`config.mk`:
```
export PLATFORM = sky130hd
export DESIGN_NAME = laplacian_stencil_row_generator
export DESIGN_NICKNAME = d
export VERILOG_FILES = /design/src/rtl/lsrg_pkg.sv /design/src/rtl/laplacian_stencil_row_generator.sv /design/src/rtl/lsrg_cfg.sv /design/src/rtl/lsrg_front.sv /design/src/rtl/lsrg_queue.sv /design/src/rtl/lsrg_back.sv
export SDC_FILE = /design/constraint.sdc
export NUM_CORES = 2
export LEC_CHECK = 0
export BUFFER_PORTS_ARGS = -buffer_cell sky130_fd_sc_hd__buf_2
export CAP_MARGIN = 15
export CORE_AREA = 3 3 245 247
export CTS_CLUSTER_SIZE = 16
export DETAILED_ROUTE_END_ITERATION = 16
export DIE_AREA = 0 0 248 250
export PLACE_DENSITY_LB_ADDON = 0.1
export SETUP_SLACK_MARGIN = 0.05
export SLEW_MARGIN = 20
export SYNTH_ARGS = -nofsm -noshare
export SYNTH_HDL_FRONTEND = slang
export SYNTH_SLANG_ARGS = --single-unit
export TNS_END_PERCENT = 100
```
`constraint.sdc`:
```
create_clock -name clk -period 10.77 [get_ports clk]
set_input_delay 0.5385 -clock clk [delete_from_list [all_inputs] [get_ports clk]]
set_output_delay 0.5385 -clock clk [all_outputs]
set_load 0.01 [all_outputs]
```
`src/rtl/lsrg_pkg.sv`:
```
// Shared types, constants and neighbor table of the Laplacian row generator.
`default_nettype none
package lsrg_pkg;

	localparam int MAX_DIM    = 1024;
	localparam int CFG_W      = 11;
	localparam int STENCIL_W  = 5;
	localparam int IDX_W      = 30;
	localparam int CO_W       = $clog2(MAX_DIM);
	localparam int PLANE_W    = 2 * CO_W + 1;
	localparam int N_W        = 3 * CO_W + 1;
	localparam int COL_W      = IDX_W + 2;
	localparam int VAL_W      = 6;
	localparam int NBR        = 26;
	localparam int NBR_FACE   = 6;
	localparam int SEL_W      = $clog2(NBR);
	localparam int CNT_W      = $clog2(CO_W);
	localparam int REG_IDX_W  = 2;
	localparam int SETTLE_W   = 2;
	localparam int SETTLE     = 3;
	localparam int QAW        = 1;
	localparam int QDEPTH     = 1 << QAW;

	localparam logic [STENCIL_W-1:0] REQ_3D_SMALL = STENCIL_W'(7);
	localparam logic [STENCIL_W-1:0] REQ_2D_SMALL = STENCIL_W'(5);

	localparam logic signed [VAL_W-1:0] VAL_NBR     = -6'sd1;
	localparam logic signed [VAL_W-1:0] VAL_DIAG_27 = 6'sd26;
	localparam logic signed [VAL_W-1:0] VAL_DIAG_7  = 6'sd6;
	localparam logic signed [VAL_W-1:0] VAL_DIAG_9  = 6'sd8;
	localparam logic signed [VAL_W-1:0] VAL_DIAG_5  = 6'sd4;

	typedef enum logic [REG_IDX_W-1:0] {
		REG_GRID_X  = 2'd0,
		REG_GRID_Y  = 2'd1,
		REG_GRID_Z  = 2'd2,
		REG_STENCIL = 2'd3
	} cfg_reg_t;

	typedef enum logic [1:0] {
		STEP_ZERO = 2'b00,
		STEP_NEG  = 2'b01,
		STEP_POS  = 2'b10
	} step_t;

	typedef struct packed {
		step_t dx;
		step_t dy;
		step_t dz;
	} nbr_off_t;

	// Settled grid geometry seen by both halves.
	typedef struct packed {
		logic [CFG_W-1:0]        nx;
		logic [PLANE_W-1:0]      plane;
		logic [N_W-1:0]          n;
		logic [CO_W-1:0]         nx_m1;
		logic [CO_W-1:0]         ny_m1;
		logic [CO_W-1:0]         nz_m1;
		logic                    big;
		logic signed [VAL_W-1:0] diag;
		logic                    settled;
	} lsrg_cfg_t;

	// One classified row on its way from the front to the back.
	typedef struct packed {
		logic [IDX_W-1:0] row;
		logic [CO_W-1:0]  ix;
		logic [CO_W-1:0]  iy;
		logic [CO_W-1:0]  iz;
		logic             bad;
	} lsrg_item_t;

	// Faces first, then edges and corners, in the fixed emission order.
	function automatic nbr_off_t nbr_off(input logic [SEL_W-1:0] k);
		nbr_off_t o;
		o = '{STEP_ZERO, STEP_ZERO, STEP_ZERO};
		case (k)
			5'd0:  o = '{STEP_ZERO, STEP_ZERO, STEP_NEG};
			5'd1:  o = '{STEP_ZERO, STEP_ZERO, STEP_POS};
			5'd2:  o = '{STEP_ZERO, STEP_NEG,  STEP_ZERO};
			5'd3:  o = '{STEP_ZERO, STEP_POS,  STEP_ZERO};
			5'd4:  o = '{STEP_NEG,  STEP_ZERO, STEP_ZERO};
			5'd5:  o = '{STEP_POS,  STEP_ZERO, STEP_ZERO};
			5'd6:  o = '{STEP_NEG,  STEP_NEG,  STEP_NEG};
			5'd7:  o = '{STEP_ZERO, STEP_NEG,  STEP_NEG};
			5'd8:  o = '{STEP_POS,  STEP_NEG,  STEP_NEG};
			5'd9:  o = '{STEP_NEG,  STEP_ZERO, STEP_NEG};
			5'd10: o = '{STEP_POS,  STEP_ZERO, STEP_NEG};
			5'd11: o = '{STEP_NEG,  STEP_POS,  STEP_NEG};
			5'd12: o = '{STEP_ZERO, STEP_POS,  STEP_NEG};
			5'd13: o = '{STEP_POS,  STEP_POS,  STEP_NEG};
			5'd14: o = '{STEP_NEG,  STEP_NEG,  STEP_ZERO};
			5'd15: o = '{STEP_POS,  STEP_NEG,  STEP_ZERO};
			5'd16: o = '{STEP_NEG,  STEP_POS,  STEP_ZERO};
			5'd17: o = '{STEP_POS,  STEP_POS,  STEP_ZERO};
			5'd18: o = '{STEP_NEG,  STEP_NEG,  STEP_POS};
			5'd19: o = '{STEP_ZERO, STEP_NEG,  STEP_POS};
			5'd20: o = '{STEP_POS,  STEP_NEG,  STEP_POS};
			5'd21: o = '{STEP_NEG,  STEP_ZERO, STEP_POS};
			5'd22: o = '{STEP_POS,  STEP_ZERO, STEP_POS};
			5'd23: o = '{STEP_NEG,  STEP_POS,  STEP_POS};
			5'd24: o = '{STEP_ZERO, STEP_POS,  STEP_POS};
			5'd25: o = '{STEP_POS,  STEP_POS,  STEP_POS};
			default: o = '{STEP_ZERO, STEP_ZERO, STEP_ZERO};
		endcase
		return o;
	endfunction

endpackage
`default_nettype wire

```
`src/rtl/laplacian_stencil_row_generator.sv`:
```
// Top level of the grid Laplacian row generator.
// Each input beat carries a linear grid index; the block answers with that row's nonzero
// entries, off-diagonal neighbors first (value -1) and the diagonal last with last_entry
// set, or with a single bad_row beat when the index lies outside the grid. The front end
// loads the row, then runs two 10-bit restoring divisions at one quotient bit per cycle
// and hands the result into a two-entry queue; a row outside the grid skips the
// divisions. The back end sends one entry per cycle while out_ready is high: up to 5, 9,
// 7 or 27 entries per row, fewer at grid boundaries. A fresh input beat is taken while
// the previous rows are still being divided or emitted. After a register write, in_ready
// stays low while the grid products settle.
`default_nettype none
module laplacian_stencil_row_generator (
	input  wire logic                              clk,
	input  wire logic                              arst_n,
	input  wire logic                              cfg_valid,
	output logic                                   cfg_ready,
	input  wire logic [lsrg_pkg::REG_IDX_W-1:0]    cfg_index,
	input  wire logic [lsrg_pkg::CFG_W-1:0]        cfg_data,
	input  wire logic                              in_valid,
	output logic                                   in_ready,
	input  wire logic [lsrg_pkg::IDX_W-1:0]        row_index,
	output logic                                   out_valid,
	input  wire logic                              out_ready,
	output logic [lsrg_pkg::IDX_W-1:0]             row_number,
	output logic [lsrg_pkg::IDX_W-1:0]             column_number,
	output logic signed [lsrg_pkg::VAL_W-1:0]      entry_value,
	output logic                                   last_entry,
	output logic                                   bad_row
);
	import lsrg_pkg::*;

	lsrg_cfg_t  cfg;
	logic       push_valid, push_ready;
	lsrg_item_t push_item;
	logic       pop_valid, pop_ready;
	lsrg_item_t pop_item;

	lsrg_cfg u_cfg (
		.clk       (clk),
		.arst_n    (arst_n),
		.cfg_valid (cfg_valid),
		.cfg_ready (cfg_ready),
		.cfg_index (cfg_index),
		.cfg_data  (cfg_data),
		.cfg       (cfg)
	);

	lsrg_front u_front (
		.clk        (clk),
		.arst_n     (arst_n),
		.cfg        (cfg),
		.in_valid   (in_valid),
		.in_ready   (in_ready),
		.row_index  (row_index),
		.push_valid (push_valid),
		.push_ready (push_ready),
		.push_item  (push_item)
	);

	lsrg_queue u_queue (
		.clk        (clk),
		.arst_n     (arst_n),
		.push_valid (push_valid),
		.push_ready (push_ready),
		.push_item  (push_item),
		.pop_valid  (pop_valid),
		.pop_ready  (pop_ready),
		.pop_item   (pop_item)
	);

	lsrg_back u_back (
		.clk           (clk),
		.arst_n        (arst_n),
		.cfg           (cfg),
		.head_valid    (pop_valid),
		.head_ready    (pop_ready),
		.head_item     (pop_item),
		.out_valid     (out_valid),
		.out_ready     (out_ready),
		.row_number    (row_number),
		.column_number (column_number),
		.entry_value   (entry_value),
		.last_entry    (last_entry),
		.bad_row       (bad_row)
	);

endmodule
`default_nettype wire

```
`src/rtl/lsrg_cfg.sv`:
```
// Configuration registers and the derived grid geometry.
`default_nettype none
module lsrg_cfg (
	input  wire logic                             clk,
	input  wire logic                             arst_n,
	input  wire logic                             cfg_valid,
	output logic                                  cfg_ready,
	input  wire logic [lsrg_pkg::REG_IDX_W-1:0]   cfg_index,
	input  wire logic [lsrg_pkg::CFG_W-1:0]       cfg_data,
	output lsrg_pkg::lsrg_cfg_t                   cfg
);
	import lsrg_pkg::*;

	logic [CFG_W-1:0]     gx_q, gy_q, gz_q;
	logic [STENCIL_W-1:0] sreq_q;
	logic [SETTLE_W-1:0]  settle_q;
	logic [PLANE_W-1:0]   plane_q;
	logic [N_W-1:0]       n_q;
	logic [CFG_W-1:0]     nx_c, ny_c, nz_c;
	logic                 is3d;
	logic                 wr;

	function automatic logic [CFG_W-1:0] clamp_dim(input logic [CFG_W-1:0] v);
		return (v > CFG_W'(MAX_DIM)) ? CFG_W'(MAX_DIM) : v;
	endfunction

	assign cfg_ready = 1'b1;
	assign wr        = cfg_valid && cfg_ready;

	always_comb begin
		nx_c = clamp_dim(gx_q);
		ny_c = clamp_dim(gy_q);
		nz_c = clamp_dim(gz_q);
		is3d = nz_c > CFG_W'(1);

		cfg.nx      = nx_c;
		cfg.plane   = plane_q;
		cfg.n       = n_q;
		cfg.nx_m1   = CO_W'(nx_c - CFG_W'(1));
		cfg.ny_m1   = CO_W'(ny_c - CFG_W'(1));
		cfg.nz_m1   = CO_W'(nz_c - CFG_W'(1));
		cfg.big     = is3d ? (sreq_q > REQ_3D_SMALL) : (sreq_q > REQ_2D_SMALL);
		if (is3d) begin
			cfg.diag = cfg.big ? VAL_DIAG_27 : VAL_DIAG_7;
		end else begin
			cfg.diag = cfg.big ? VAL_DIAG_9 : VAL_DIAG_5;
		end
		cfg.settled = (settle_q == '0);
	end

	always_ff @(posedge clk or negedge arst_n) begin
		if (!arst_n) begin
			gx_q     <= CFG_W'(1);
			gy_q     <= CFG_W'(1);
			gz_q     <= CFG_W'(1);
			sreq_q   <= STENCIL_W'(5);
			settle_q <= SETTLE_W'(SETTLE);
		end else begin
			if (wr) begin
				case (cfg_reg_t'(cfg_index))
					REG_GRID_X:  gx_q   <= cfg_data;
					REG_GRID_Y:  gy_q   <= cfg_data;
					REG_GRID_Z:  gz_q   <= cfg_data;
					REG_STENCIL: sreq_q <= cfg_data[STENCIL_W-1:0];
					default:     ;
				endcase
			end
			// hold intake until both products reflect the new sizes
			if (wr) begin
				settle_q <= SETTLE_W'(SETTLE);
			end else if (settle_q != '0) begin
				settle_q <= settle_q - SETTLE_W'(1);
			end
		end
	end

	always_ff @(posedge clk) begin
		plane_q <= PLANE_W'(nx_c) * PLANE_W'(ny_c);
		n_q     <= N_W'(plane_q) * N_W'(nz_c);
	end

endmodule
`default_nettype wire

```
`src/rtl/lsrg_front.sv`:
```
// Front end: accepts a row index, range-checks it and splits it into grid coordinates.
`default_nettype none
module lsrg_front (
	input  wire logic                         clk,
	input  wire logic                         arst_n,
	input  wire lsrg_pkg::lsrg_cfg_t          cfg,
	input  wire logic                         in_valid,
	output logic                              in_ready,
	input  wire logic [lsrg_pkg::IDX_W-1:0]   row_index,
	output logic                              push_valid,
	input  wire logic                         push_ready,
	output lsrg_pkg::lsrg_item_t              push_item
);
	import lsrg_pkg::*;

	typedef enum logic [3:0] {
		F_IDLE = 4'b0001,
		F_DIVZ = 4'b0010,
		F_DIVY = 4'b0100,
		F_PUSH = 4'b1000
	} fstate_t;

	fstate_t            state_q;
	logic               hold_valid_q;
	logic [IDX_W-1:0]   hold_row_q;
	logic [IDX_W-1:0]   row_q;
	logic [IDX_W-1:0]   r_q;
	logic [CO_W-1:0]    q_q;
	logic [CNT_W-1:0]   cnt_q;
	logic [CO_W-1:0]    ix_q, iy_q, iz_q;
	logic               bad_q;

	logic               take;
	logic               row_bad;
	logic [PLANE_W-1:0] div_d;
	logic [N_W-1:0]     shifted;
	logic [N_W-1:0]     trial;
	logic               ge;
	logic [IDX_W-1:0]   r_nx;
	logic [CO_W-1:0]    q_nx;

	assign in_ready = !hold_valid_q && cfg.settled;
	assign take     = (state_q == F_IDLE) && hold_valid_q;

	// one quotient bit per cycle; both quotients stay below MAX_DIM
	always_comb begin
		row_bad = {1'b0, hold_row_q} >= cfg.n;
		div_d   = (state_q == F_DIVZ) ? cfg.plane : PLANE_W'(cfg.nx);
		shifted = N_W'(div_d) << cnt_q;
		trial   = {1'b0, r_q} - shifted;
		ge      = !trial[N_W-1];
		r_nx    = ge ? trial[IDX_W-1:0] : r_q;
		q_nx    = q_q;
		q_nx[cnt_q] = ge;
	end

	assign push_valid = (state_q == F_PUSH);
	assign push_item  = '{row: row_q, ix: ix_q, iy: iy_q, iz: iz_q, bad: bad_q};

	always_ff @(posedge clk or negedge arst_n) begin
		if (!arst_n) begin
			state_q      <= F_IDLE;
			hold_valid_q <= 1'b0;
			cnt_q        <= '0;
		end else begin
			if (in_valid && in_ready) begin
				hold_valid_q <= 1'b1;
			end else if (take) begin
				hold_valid_q <= 1'b0;
			end
			case (state_q)
				F_IDLE: begin
					if (hold_valid_q) begin
						cnt_q   <= CNT_W'(CO_W - 1);
						state_q <= row_bad ? F_PUSH : F_DIVZ;
					end
				end
				F_DIVZ: begin
					if (cnt_q == '0) begin
						cnt_q   <= CNT_W'(CO_W - 1);
						state_q <= F_DIVY;
					end else begin
						cnt_q <= cnt_q - CNT_W'(1);
					end
				end
				F_DIVY: begin
					if (cnt_q == '0) begin
						state_q <= F_PUSH;
					end else begin
						cnt_q <= cnt_q - CNT_W'(1);
					end
				end
				F_PUSH: begin
					if (push_ready) begin
						state_q <= F_IDLE;
					end
				end
				default: state_q <= F_IDLE;
			endcase
		end
	end

	always_ff @(posedge clk) begin
		if (in_valid && in_ready) begin
			hold_row_q <= row_index;
		end
		case (state_q)
			F_IDLE: begin
				row_q <= hold_row_q;
				r_q   <= hold_row_q;
				q_q   <= '0;
				bad_q <= row_bad;
			end
			F_DIVZ: begin
				r_q <= r_nx;
				if (cnt_q == '0) begin
					iz_q <= q_nx;
					q_q  <= '0;
				end else begin
					q_q <= q_nx;
				end
			end
			F_DIVY: begin
				r_q <= r_nx;
				q_q <= q_nx;
				if (cnt_q == '0) begin
					iy_q <= q_nx;
					ix_q <= r_nx[CO_W-1:0];
				end
			end
			default: ;
		endcase
	end

endmodule
`default_nettype wire

```
`src/rtl/lsrg_queue.sv`:
```
// Short queue of classified rows between the front and the back.
`default_nettype none
module lsrg_queue (
	input  wire logic                  clk,
	input  wire logic                  arst_n,
	input  wire logic                  push_valid,
	output logic                       push_ready,
	input  wire lsrg_pkg::lsrg_item_t  push_item,
	output logic                       pop_valid,
	input  wire logic                  pop_ready,
	output lsrg_pkg::lsrg_item_t       pop_item
);
	import lsrg_pkg::*;

	lsrg_item_t       mem_q [QDEPTH];
	logic [QAW-1:0]   wr_ptr_q, rd_ptr_q;
	logic [QAW:0]     cnt_q;
	logic             push, pop;

	assign push_ready = (cnt_q != (QAW+1)'(QDEPTH));
	assign pop_valid  = (cnt_q != '0);
	assign pop_item   = mem_q[rd_ptr_q];
	assign push       = push_valid && push_ready;
	assign pop        = pop_valid && pop_ready;

	always_ff @(posedge clk or negedge arst_n) begin
		if (!arst_n) begin
			wr_ptr_q <= '0;
			rd_ptr_q <= '0;
			cnt_q    <= '0;
		end else begin
			if (push) begin
				wr_ptr_q <= wr_ptr_q + QAW'(1);
			end
			if (pop) begin
				rd_ptr_q <= rd_ptr_q + QAW'(1);
			end
			if (push && !pop) begin
				cnt_q <= cnt_q + (QAW+1)'(1);
			end else if (pop && !push) begin
				cnt_q <= cnt_q - (QAW+1)'(1);
			end
		end
	end

	always_ff @(posedge clk) begin
		if (push) begin
			mem_q[wr_ptr_q] <= push_item;
		end
	end

endmodule
`default_nettype wire

```
`src/rtl/lsrg_back.sv`:
```
// Back end: walks the in-grid neighbors of a row and emits one matrix entry per beat.
`default_nettype none
module lsrg_back (
	input  wire logic                              clk,
	input  wire logic                              arst_n,
	input  wire lsrg_pkg::lsrg_cfg_t               cfg,
	input  wire logic                              head_valid,
	output logic                                   head_ready,
	input  wire lsrg_pkg::lsrg_item_t              head_item,
	output logic                                   out_valid,
	input  wire logic                              out_ready,
	output logic [lsrg_pkg::IDX_W-1:0]             row_number,
	output logic [lsrg_pkg::IDX_W-1:0]             column_number,
	output logic signed [lsrg_pkg::VAL_W-1:0]      entry_value,
	output logic                                   last_entry,
	output logic                                   bad_row
);
	import lsrg_pkg::*;

	lsrg_item_t              cur_q;
	logic [NBR-1:0]          mask_q;
	logic                    busy_q;
	logic                    out_valid_q;
	logic [IDX_W-1:0]        row_q;
	logic [IDX_W-1:0]        col_q;
	logic signed [VAL_W-1:0] val_q;
	logic                    last_q;
	logic                    bad_q;

	logic [NBR-1:0]          mask_new;
	logic [SEL_W-1:0]        sel;
	nbr_off_t                off_sel;
	logic signed [COL_W-1:0] col_w;
	logic                    fin;
	logic                    adv;
	logic                    fire;
	logic                    load;
	logic [IDX_W-1:0]        col_e;
	logic signed [VAL_W-1:0] val_e;
	logic                    last_e;

	function automatic logic step_ok(input step_t s, input logic [CO_W-1:0] c,
			input logic [CO_W-1:0] m1);
		logic ok;
		case (s)
			STEP_NEG: ok = (c != '0);
			STEP_POS: ok = (c != m1);
			default:  ok = 1'b1;
		endcase
		return ok;
	endfunction

	function automatic logic signed [COL_W-1:0] step_term(input step_t s,
			input logic [PLANE_W-1:0] mag);
		logic signed [COL_W-1:0] m;
		logic signed [COL_W-1:0] t;
		m = $signed(COL_W'(mag));
		case (s)
			STEP_NEG: t = -m;
			STEP_POS: t = m;
			default:  t = '0;
		endcase
		return t;
	endfunction

	// neighbor mask of the incoming row; edge and corner entries only for 9 and 27 points
	always_comb begin
		nbr_off_t off;
		for (int k = 0; k < NBR; k++) begin
			off = nbr_off(SEL_W'(k));
			mask_new[k] = step_ok(off.dx, head_item.ix, cfg.nx_m1)
				&& step_ok(off.dy, head_item.iy, cfg.ny_m1)
				&& step_ok(off.dz, head_item.iz, cfg.nz_m1)
				&& (k < NBR_FACE || cfg.big);
		end
	end

	// lowest pending neighbor goes next
	always_comb begin
		sel = '0;
		for (int k = NBR - 1; k >= 0; k--) begin
			if (mask_q[k]) begin
				sel = SEL_W'(k);
			end
		end
		off_sel = nbr_off(sel);
		col_w   = $signed(COL_W'(cur_q.row))
			+ step_term(off_sel.dx, PLANE_W'(1))
			+ step_term(off_sel.dy, PLANE_W'(cfg.nx))
			+ step_term(off_sel.dz, cfg.plane);
	end

	always_comb begin
		fin  = cur_q.bad || (mask_q == '0);
		adv  = !out_valid_q || out_ready;
		fire = busy_q && adv;
		load = head_valid && (!busy_q || (fire && fin));
		if (cur_q.bad) begin
			col_e  = '0;
			val_e  = '0;
			last_e = 1'b0;
		end else if (mask_q == '0) begin
			col_e  = cur_q.row;
			val_e  = cfg.diag;
			last_e = 1'b1;
		end else begin
			col_e  = col_w[IDX_W-1:0];
			val_e  = VAL_NBR;
			last_e = 1'b0;
		end
	end

	assign head_ready    = load;
	assign out_valid     = out_valid_q;
	assign row_number    = row_q;
	assign column_number = col_q;
	assign entry_value   = val_q;
	assign last_entry    = last_q;
	assign bad_row       = bad_q;

	always_ff @(posedge clk or negedge arst_n) begin
		if (!arst_n) begin
			busy_q      <= 1'b0;
			out_valid_q <= 1'b0;
		end else begin
			if (adv) begin
				out_valid_q <= busy_q;
			end
			if (load) begin
				busy_q <= 1'b1;
			end else if (fire && fin) begin
				busy_q <= 1'b0;
			end
		end
	end

	always_ff @(posedge clk) begin
		if (fire) begin
			row_q  <= cur_q.row;
			col_q  <= col_e;
			val_q  <= val_e;
			last_q <= last_e;
			bad_q  <= cur_q.bad;
			// drop the neighbor just sent
			if (!fin) begin
				mask_q[sel] <= 1'b0;
			end
		end
		if (load) begin
			cur_q  <= head_item;
			mask_q <= mask_new;
		end
	end

endmodule
`default_nettype wire
```
# Word level (Yosys, flattened, before mapping)

Memory sizes are Yosys's and may differ from the RTL's.
Cells that the tools add are included.

$add $sub $neg: 15
Multiply operators: 2
$lt $le $gt $ge: 11
Equal/unequal tests: 24
Shifts and indexed selects: 1
Multiplexer cells: 72
Bitwise logic cells: 2
Reductions and logical operators: 88

Operator list:

| cell                    | count |
|---|---|
| $pmux W30 S2            | 4 |
| $mux W5                 | 28 |
| $add A30 B30 Y30        | 3 |
| $mux W26                | 3 |
| $mux W30                | 2 |
| $logic_and A1 B1 Y1     | 52 |
| $mux W4                 | 9 |
| $gt A11 B11 Y1 const B  | 3 |
| $mux W11                | 3 |
| $ge A30 B31 Y1          | 1 |
| $mul A21 B11 Y31        | 1 |
| $shl A21 B4 Y31         | 1 |
| $sub A30 B31 Y31        | 1 |
| $ne A10 B10 Y1          | 3 |
| $neg A11 Y30            | 1 |
| $neg A21 Y30            | 1 |
| $pmux W10 S3            | 1 |
| $reduce_bool A10 Y1     | 3 |
| $sub A10 B1 Y10 const B | 3 |
| $and A26 B26 Y26        | 1 |
| $logic_not A26 Y1       | 1 |
| $not A26 Y26            | 1 |
| $mul A11 B11 Y21        | 1 |
| $mux W21                | 1 |
| 37 further kinds        | 87 |

Register bits: 363
Bits in writable memories: 122
Memory bits (read-only): 192
Bits of input ports: 48
Memories: 2

Memories:

| name            | words | bits a word | read ports | clocked after memory_dff | write ports | line             | RTL |
|---|---|---|---|---|---|---|---|
| (no name shown) | 32    | 6           | 1          | 0                        | 0           | lsrg_pkg.sv:78   | `case (k)` |
| u_queue.mem_q   | 2     | 61          | 1          | 0                        | 1           | lsrg_queue.sv:15 | `lsrg_item_t mem_q [QDEPTH];` |

# Depth between registers and ports, before layout

Depth after elaboration: 35
Depth in mapped cells: 32
Mapped depth without buffers: 30

# Cells and area by module

Synthesis repeated with hierarchy kept, for this count alone.

Cells, all modules: 3,744
Area, all modules: 38,567.0 sq um

By module, submodules not included:

| module     | instances | cells each | area each (sq um) | seq. area each (sq um) |
|---|---|---|---|---|
| lsrg_cfg   | 1         | 1,654      | 14,752.9          | 2,024.4 |
| lsrg_back  | 1         | 1,026      | 9,924.5           | 3,803.6 |
| lsrg_front | 1         | 856        | 8,992.4           | 4,160.2 |
| lsrg_queue | 1         | 208        | 4,897.2           | 3,763.6 |

# Least setup slack after synthesis

No wires, ideal clock.

Path type: reg-to-reg
Start point: register u_back.mask_q[17]
End point: register u_back.col_q[29] (netlist: u_back.column_number[29]), data pin
Arrival time: 7,280 ps
Data required time: 10,510 ps
Setup slack: 3,230 ps
Cell stages (with the launch flop): 25
Buffers on the path: 1
Clock period less this slack: 7,540 ps
Path through: edfxtp_1 -> nor4_1 -> nand2_1 -> nor2_1 -> nor2_1 -> or2_2 -> clkbuf_1 -> nor2_1 -> nand2_1 -> a31oi_1 -> ha_1 -> fa_1 -> fa_1 -> ha_1 -> fa_1 -> a21o_1 -> a21o_1 -> a2111oi_1 -> o211ai_1 -> a31o_2 -> and3_1 -> o31ai_1 -> a21oi_1 -> nor3b_1 -> mux2_2

Longest elaborated chain between the ends: 25
Elaborated cells between the ends (all ways): 33

Ends and longest elaborated chain:

| item                                                | line             | RTL |
|---|---|---|
| start: declaration                                  | lsrg_back.sv:21  | `logic [NBR-1:0] mask_q;` |
| start signal: assignment                            | lsrg_back.sv:151 | `mask_q <= mask_new;` |
| $mux W5 (18 in a row)                               | lsrg_back.sv:82  | `if (mask_q[k]) begin` |
| $mem_v2 Z32 W6                                      | -                |  |
| $eq A2 B2 Y1 / $eq A2 B1 Y1 (equally long branches) | lsrg_back.sv:58  | `case (s)` |
| $pmux W30 S2                                        | lsrg_back.sv:58  |  |
| $add A30 B30 Y30                                    | lsrg_back.sv:88  | `+ step_term(off_sel.dx, PLANE_W'(1))` |
| $add A30 B30 Y30                                    | lsrg_back.sv:89  | `+ step_term(off_sel.dy, PLANE_W'(cfg.nx))` |
| $add A30 B30 Y30                                    | lsrg_back.sv:90  | `+ step_term(off_sel.dz, cfg.plane);` |
| $mux W30 (*)                                        | lsrg_back.sv:102 | `end else if (mask_q == '0) begin` |
| end signal: assignment                              | lsrg_back.sv:140 | `col_q <= col_e;` |
| end: declaration                                    | lsrg_back.sv:25  | `logic [IDX_W-1:0] col_q;` |

Mark *: on every way between the ends. The rest lies on a longest branch, timed or not.
A chain may end at the register's enable or synchronous reset.

# Worst setup path after layout

Start point: register u_back.mask_q[20]
End point: register u_back.col_q[29] (netlist: u_back.column_number[29]), data pin

Longest elaborated chain between the ends: 28
Elaborated cells between the ends (all ways): 36

Ends and longest elaborated chain:

| item                                                | line |
|---|---|
| $mux W5 (21 in a row)                               | lsrg_back.sv:82 |
| $mem_v2 Z32 W6                                      | - |
| $eq A2 B2 Y1 / $eq A2 B1 Y1 (equally long branches) | lsrg_back.sv:58 |
| $pmux W30 S2                                        | lsrg_back.sv:58 |
| $add A30 B30 Y30                                    | lsrg_back.sv:88 |
| $add A30 B30 Y30                                    | lsrg_back.sv:89 |
| $add A30 B30 Y30                                    | lsrg_back.sv:90 |
| $mux W30 (*)                                        | lsrg_back.sv:102 |

Marks and branches as above.

==> Flow_metrics.wiki <==
{| class="wikitable"
! Metric !! Value
|-
| Post-route setup slack || 2.299 ns
|-
| # DRC || 0
|-
| Total number of H-tree levels || 2
|-
| Longest Clk Path Bufs || 3
|-
| Number of I/O port buffers || 117
|-
| Layout area overhead || 8.373%
|-
| Die footprint || 0.06200 mm^2
|-
| Number of vias in the routed layout || 27530
|-
| Row count || 88
|-
| First-iteration detailed-routing DRC count || 2422
|-
| Instance area at placement || 0.03835 mm^2
|-
| Fraction of synthesis flops using an asynchronous set or reset pin || 0.1118
|-
| Path type of the worst min-delay path || in -> async
|-
| Distinct cell type count of the synthesized netlist || 91
|-
| Flops & latches, synth || 483
|-
| Sequential fraction of the synthesis area || 0.3709
|-
| Hold-fix buffers, CTS || 0
|-
| # fillers || 4417
|-
| Number of standard cells in the final layout excluding fillers || 4497
|-
| Clock buffers created by TritonCTS || 51
|-
| Syn_area_per_cell || 10.21 um^2
|-
| Via count of the first global-routing pass || 27700
|-
| Starting density of the core || 0.6400
|-
| Remaining number of nets flagged by the antenna check after routing || 0
|-
| R2r startpoint || u_back.mask_q[20]$_DFFE_PP_
|-
| Startpoint kind of the worst setup timing path || register
|-
| Pin count of the biggest net entering global routing || 68
|-
| Most used flip-flop cell after synthesis || sky130_fd_sc_hd__edfxtp_1
|-
| Area occupied by multi-input gates || 0.02101 mm^2
|-
| Resized cells post-CTS || 0
|-
| GR Util All Layers || 0.3357
|-
| Number of cells on the worst reg-to-reg path || 27
|-
| Worst-case setup slack after placement || 2.436 ns
|-
| Clk sink count || 483
|-
| Num ports || 119
|-
| Post-Syn Instances || 3624
|-
| Pins Over Slew Limit || 0
|-
| Clock transition at the register clock pins on the worst setup and hold paths after CTS || 0.07 ns
|-
| Detailed placer's ending HPWL || 76.53 mm
|-
| Total Neg Setup Slack || 0 ns
|-
| Capturing point of the worst reg2reg path || u_back.column_number[29]$_SDFFCE_PP0P_
|-
| First drt pass iteration count || 6
|-
| Insertion delay to the later sink of the worst-skew pair || 0.64 ns
|-
| Post-synth EDFFs || 377
|-
| Root Buffer || sky130_fd_sc_hd__clkbuf_16
|-
| Largest clock skew in the final design || 0.03057 ns
|-
| Total routed wirelength || 101.8 mm
|-
| Run status || finished clean
|-
| Unrepaired setup endpoints after global routing || no
|-
| CP endpoint kind || register
|-
| Width of the die || 248 um
|-
| Worst max-slew margin expressed relative to the limit || 0.2202
|-
| Startpoint-to-endpoint class of the critical path || reg -> reg
|-
| Via/cell ratio || 6.121
|-
| Post-DR wirelength/cell || 22.64 um
|-
| Min cycle time layout || 8.471 ns
|-
| Clock tree from TritonCTS || yes
|-
| Final net count || 4274
|-
| Largest fanout on the critical path || 26
|-
| Leading cell type in the layout, fill and taps excluded || sky130_fd_sc_hd__inv_1
|-
| Final instance area || 0.04010 mm^2
|-
| Required time of the worst setup path || 11.14 ns
|-
| Die extent in y || 250 um
|-
| Netlist area before placement || 0.03700 mm^2
|-
| Period Utilization, post-route || 0.7865
|-
| Post-CTS Setup Inserts || 0
|-
| Proportion of layout cells with a drive suffix above 1 || 0.1046
|-
| Post-Syn Nets || 4211
|-
| Top achievable clock speed || 0.1181 GHz
|-
| Area of all sequential standard cells || 0.01373 mm^2
|-
| Commonest cells after routing, fill and taps aside || 459 x sky130_fd_sc_hd__inv_1, 456 x sky130_fd_sc_hd__nand2_1, 377 x sky130_fd_sc_hd__edfxtp_1, 307 x sky130_fd_sc_hd__fa_1, 261 x sky130_fd_sc_hd__nor2_1
|-
| Worst path arrival time || 8.84 ns
|-
| Final Hold Viols || 0
|-
| Global-route wire length before repair || 159.4 mm
|-
| Register-to-Register Setup Slack || 2.30 ns
|-
| Final weighted congestion of routability-driven global placement || 0.9492
|-
| Synth Warn # || 0
|-
| Aggregate global routing overflow || 0
|-
| Total placed cells including tap cells || 4399
|-
| Measured slew at the worst slew-check pin || 1.168 ns
|-
| Max-cap violations || 0
|-
| Initial antenna violation count || 2
|-
| # setup viols final || 0
|-
| Area of the placeable core || 0.05781 mm^2
|}
==> how the worst max path moves through the flow <==
stage | endpoint | depth (start not counted) | slack, ns | startpoint
floorplan | u_back.column_number[29]$_SDFFCE_PP0P_ | 24 | 3.23 | u_back.mask_q[17]$_DFFE_PP_
global placement | u_back.column_number[29]$_SDFFCE_PP0P_ | 29 | 2.63 | u_back.mask_q[21]$_DFFE_PP_
CTS | u_back.column_number[29]$_SDFFCE_PP0P_ | 27 | 2.38 | u_back.mask_q[20]$_DFFE_PP_
global route | u_back.column_number[29]$_SDFFCE_PP0P_ | 27 | 1.55 | u_back.mask_q[21]$_DFFE_PP_
finish | u_back.column_number[29]$_SDFFCE_PP0P_ | 27 | 2.30 | u_back.mask_q[20]$_DFFE_PP_
detailed placement | u_back.column_number[29]$_SDFFCE_PP0P_ | 27 | 2.44 | u_back.mask_q[20]$_DFFE_PP_
==> state kept, by name, summed over array words and instances (netlist names), 11 cells and up <==
signal / count
u_queue.mem_q: 122
u_back.cur_q: 31
u_cfg.n_q: 31
u_back.column_number: 30
u_back.row_number: 30
u_front.hold_row_q: 30
u_front.r_q: 30
u_front.row_q: 30
u_back.mask_q: 26
u_cfg.plane_q: 21
u_cfg.gx_q: 11
u_cfg.gy_q: 11
u_cfg.gz_q: 11
==> cells in the mapped netlist (12+ instances only) <==
cell type | n | area share
sky130_fd_sc_hd__inv_1 | 459 | 0.047
sky130_fd_sc_hd__nand2_1 | 456 | 0.046
sky130_fd_sc_hd__edfxtp_1 | 377 | 0.31
sky130_fd_sc_hd__fa_1 | 307 | 0.17
sky130_fd_sc_hd__nor2_1 | 262 | 0.027
sky130_fd_sc_hd__ha_1 | 232 | 0.078
sky130_fd_sc_hd__a21oi_1 | 167 | 0.023
sky130_fd_sc_hd__clkbuf_1 | 130 | 0.013
sky130_fd_sc_hd__o21ai_0 | 109 | 0.015
sky130_fd_sc_hd__xnor2_1 | 100 | 0.024
sky130_fd_sc_hd__mux2i_1 | 81 | 0.022
sky130_fd_sc_hd__mux2_2 | 78 | 0.024
sky130_fd_sc_hd__and2_1 | 69 | 0.012
sky130_fd_sc_hd__nor3_1 | 59 | 0.0080
sky130_fd_sc_hd__a21o_1 | 55 | 0.011
sky130_fd_sc_hd__dfxtp_1 | 52 | 0.028
sky130_fd_sc_hd__nor2b_1 | 51 | 0.0086
sky130_fd_sc_hd__dfrtp_1 | 47 | 0.032
sky130_fd_sc_hd__xor2_1 | 41 | 0.0097
sky130_fd_sc_hd__nand3_1 | 39 | 0.0053
sky130_fd_sc_hd__nand2b_1 | 34 | 0.0057
sky130_fd_sc_hd__o211ai_1 | 33 | 0.0067
sky130_fd_sc_hd__or3_1 | 29 | 0.0049
sky130_fd_sc_hd__nor4_1 | 27 | 0.0046
sky130_fd_sc_hd__o31ai_1 | 27 | 0.0055
sky130_fd_sc_hd__o21a_1 | 25 | 0.0051
sky130_fd_sc_hd__nand4_1 | 23 | 0.0039
sky130_fd_sc_hd__and3_1 | 17 | 0.0029
sky130_fd_sc_hd__a22oi_1 | 16 | 0.0032
sky130_fd_sc_hd__o21bai_1 | 15 | 0.0030
sky130_fd_sc_hd__a31oi_1 | 14 | 0.0024
sky130_fd_sc_hd__a211oi_1 | 13 | 0.0026
sky130_fd_sc_hd__buf_1 | 12 | 0.0012
sky130_fd_sc_hd__nand3b_1 | 12 | 0.0024
==> critical path: stages, from the launching register on <==
cell and delay (ns):
sky130_fd_sc_hd__edfxtp_1 0.44, sky130_fd_sc_hd__o31ai_1 0.32, sky130_fd_sc_hd__a211oi_1 0.13, sky130_fd_sc_hd__o31ai_1 0.25, sky130_fd_sc_hd__a211oi_1 0.13, sky130_fd_sc_hd__o31ai_1 0.28
sky130_fd_sc_hd__nand2_1 0.25, sky130_fd_sc_hd__nor2_1 0.30, sky130_fd_sc_hd__xnor2_1 0.18, sky130_fd_sc_hd__o21a_1 0.13, sky130_fd_sc_hd__ha_1 0.76, sky130_fd_sc_hd__inv_1 0.51
sky130_fd_sc_hd__nor3_1 0.29, sky130_fd_sc_hd__a21oi_1 0.08, sky130_fd_sc_hd__nor2_1 0.13, sky130_fd_sc_hd__fa_1 0.45, sky130_fd_sc_hd__fa_1 0.48, sky130_fd_sc_hd__ha_1 0.36
sky130_fd_sc_hd__a21o_1 0.17, sky130_fd_sc_hd__a21o_1 0.21, sky130_fd_sc_hd__a2111oi_1 0.60, sky130_fd_sc_hd__o211ai_1 0.27, sky130_fd_sc_hd__a31o_2 0.32, sky130_fd_sc_hd__and3_1 0.16
sky130_fd_sc_hd__o31ai_1 0.31, sky130_fd_sc_hd__a21oi_1 0.11, sky130_fd_sc_hd__nor3b_1 0.21, sky130_fd_sc_hd__mux2_2 0.36
==> cell type report <==
class | count | area share
Timing Repair Buffer | 163 | 0.02322
Sequential cell | 483 | 0.3424
Clock buffer | 68 | 0.03570
Multi-Input combinational cell | 2525 | 0.5240
Inverter | 463 | 0.04334
Clock inverter | 28 | 0.007333
Antenna cell | 2 | 0.0001248
Tap cell | 765 | 0.02387
==> kinds of logic (layout without fill, tap and decap cells) <==
group / after synthesis / count (layout) / synth area share
AO/OA/AOI/OAI: 564 / 564 / 0.09926
XOR/XNOR: 141 / 141 / 0.03338
adder cells (fa/ha/maj): 539 / 539 / 0.2446
buffers and inverters: 616 / 722 / 0.06341
flip-flops: 483 / 483 / 0.3709
multiplexers: 167 / 167 / 0.04931
other: 1 / 3 / 0.0001014
AND/OR/NAND/NOR: 1113 / 1113 / 0.1391
==> layer usage <==
metal  global-route usage  share of wire
met1               0.4655           0.41
met2               0.5263           0.46
met3              0.05308          0.082
met4               0.1454          0.049
met5                    0              0
==> per-stage QoR <==
step           hold WS, ns    util
3_3_place_gp        0.4225  0.6634
5_1_grt            0.06004  0.6936
6_report           0.05595  0.6936
2_1_floorplan       0.2429       -
4_1_cts            0.05719  0.6934
3_5_place_dp        0.4336  0.6635
Power is left out: the tool's default activity adds up to more than one toggle a clock period on the data nets, which glitch-free logic cannot reach.
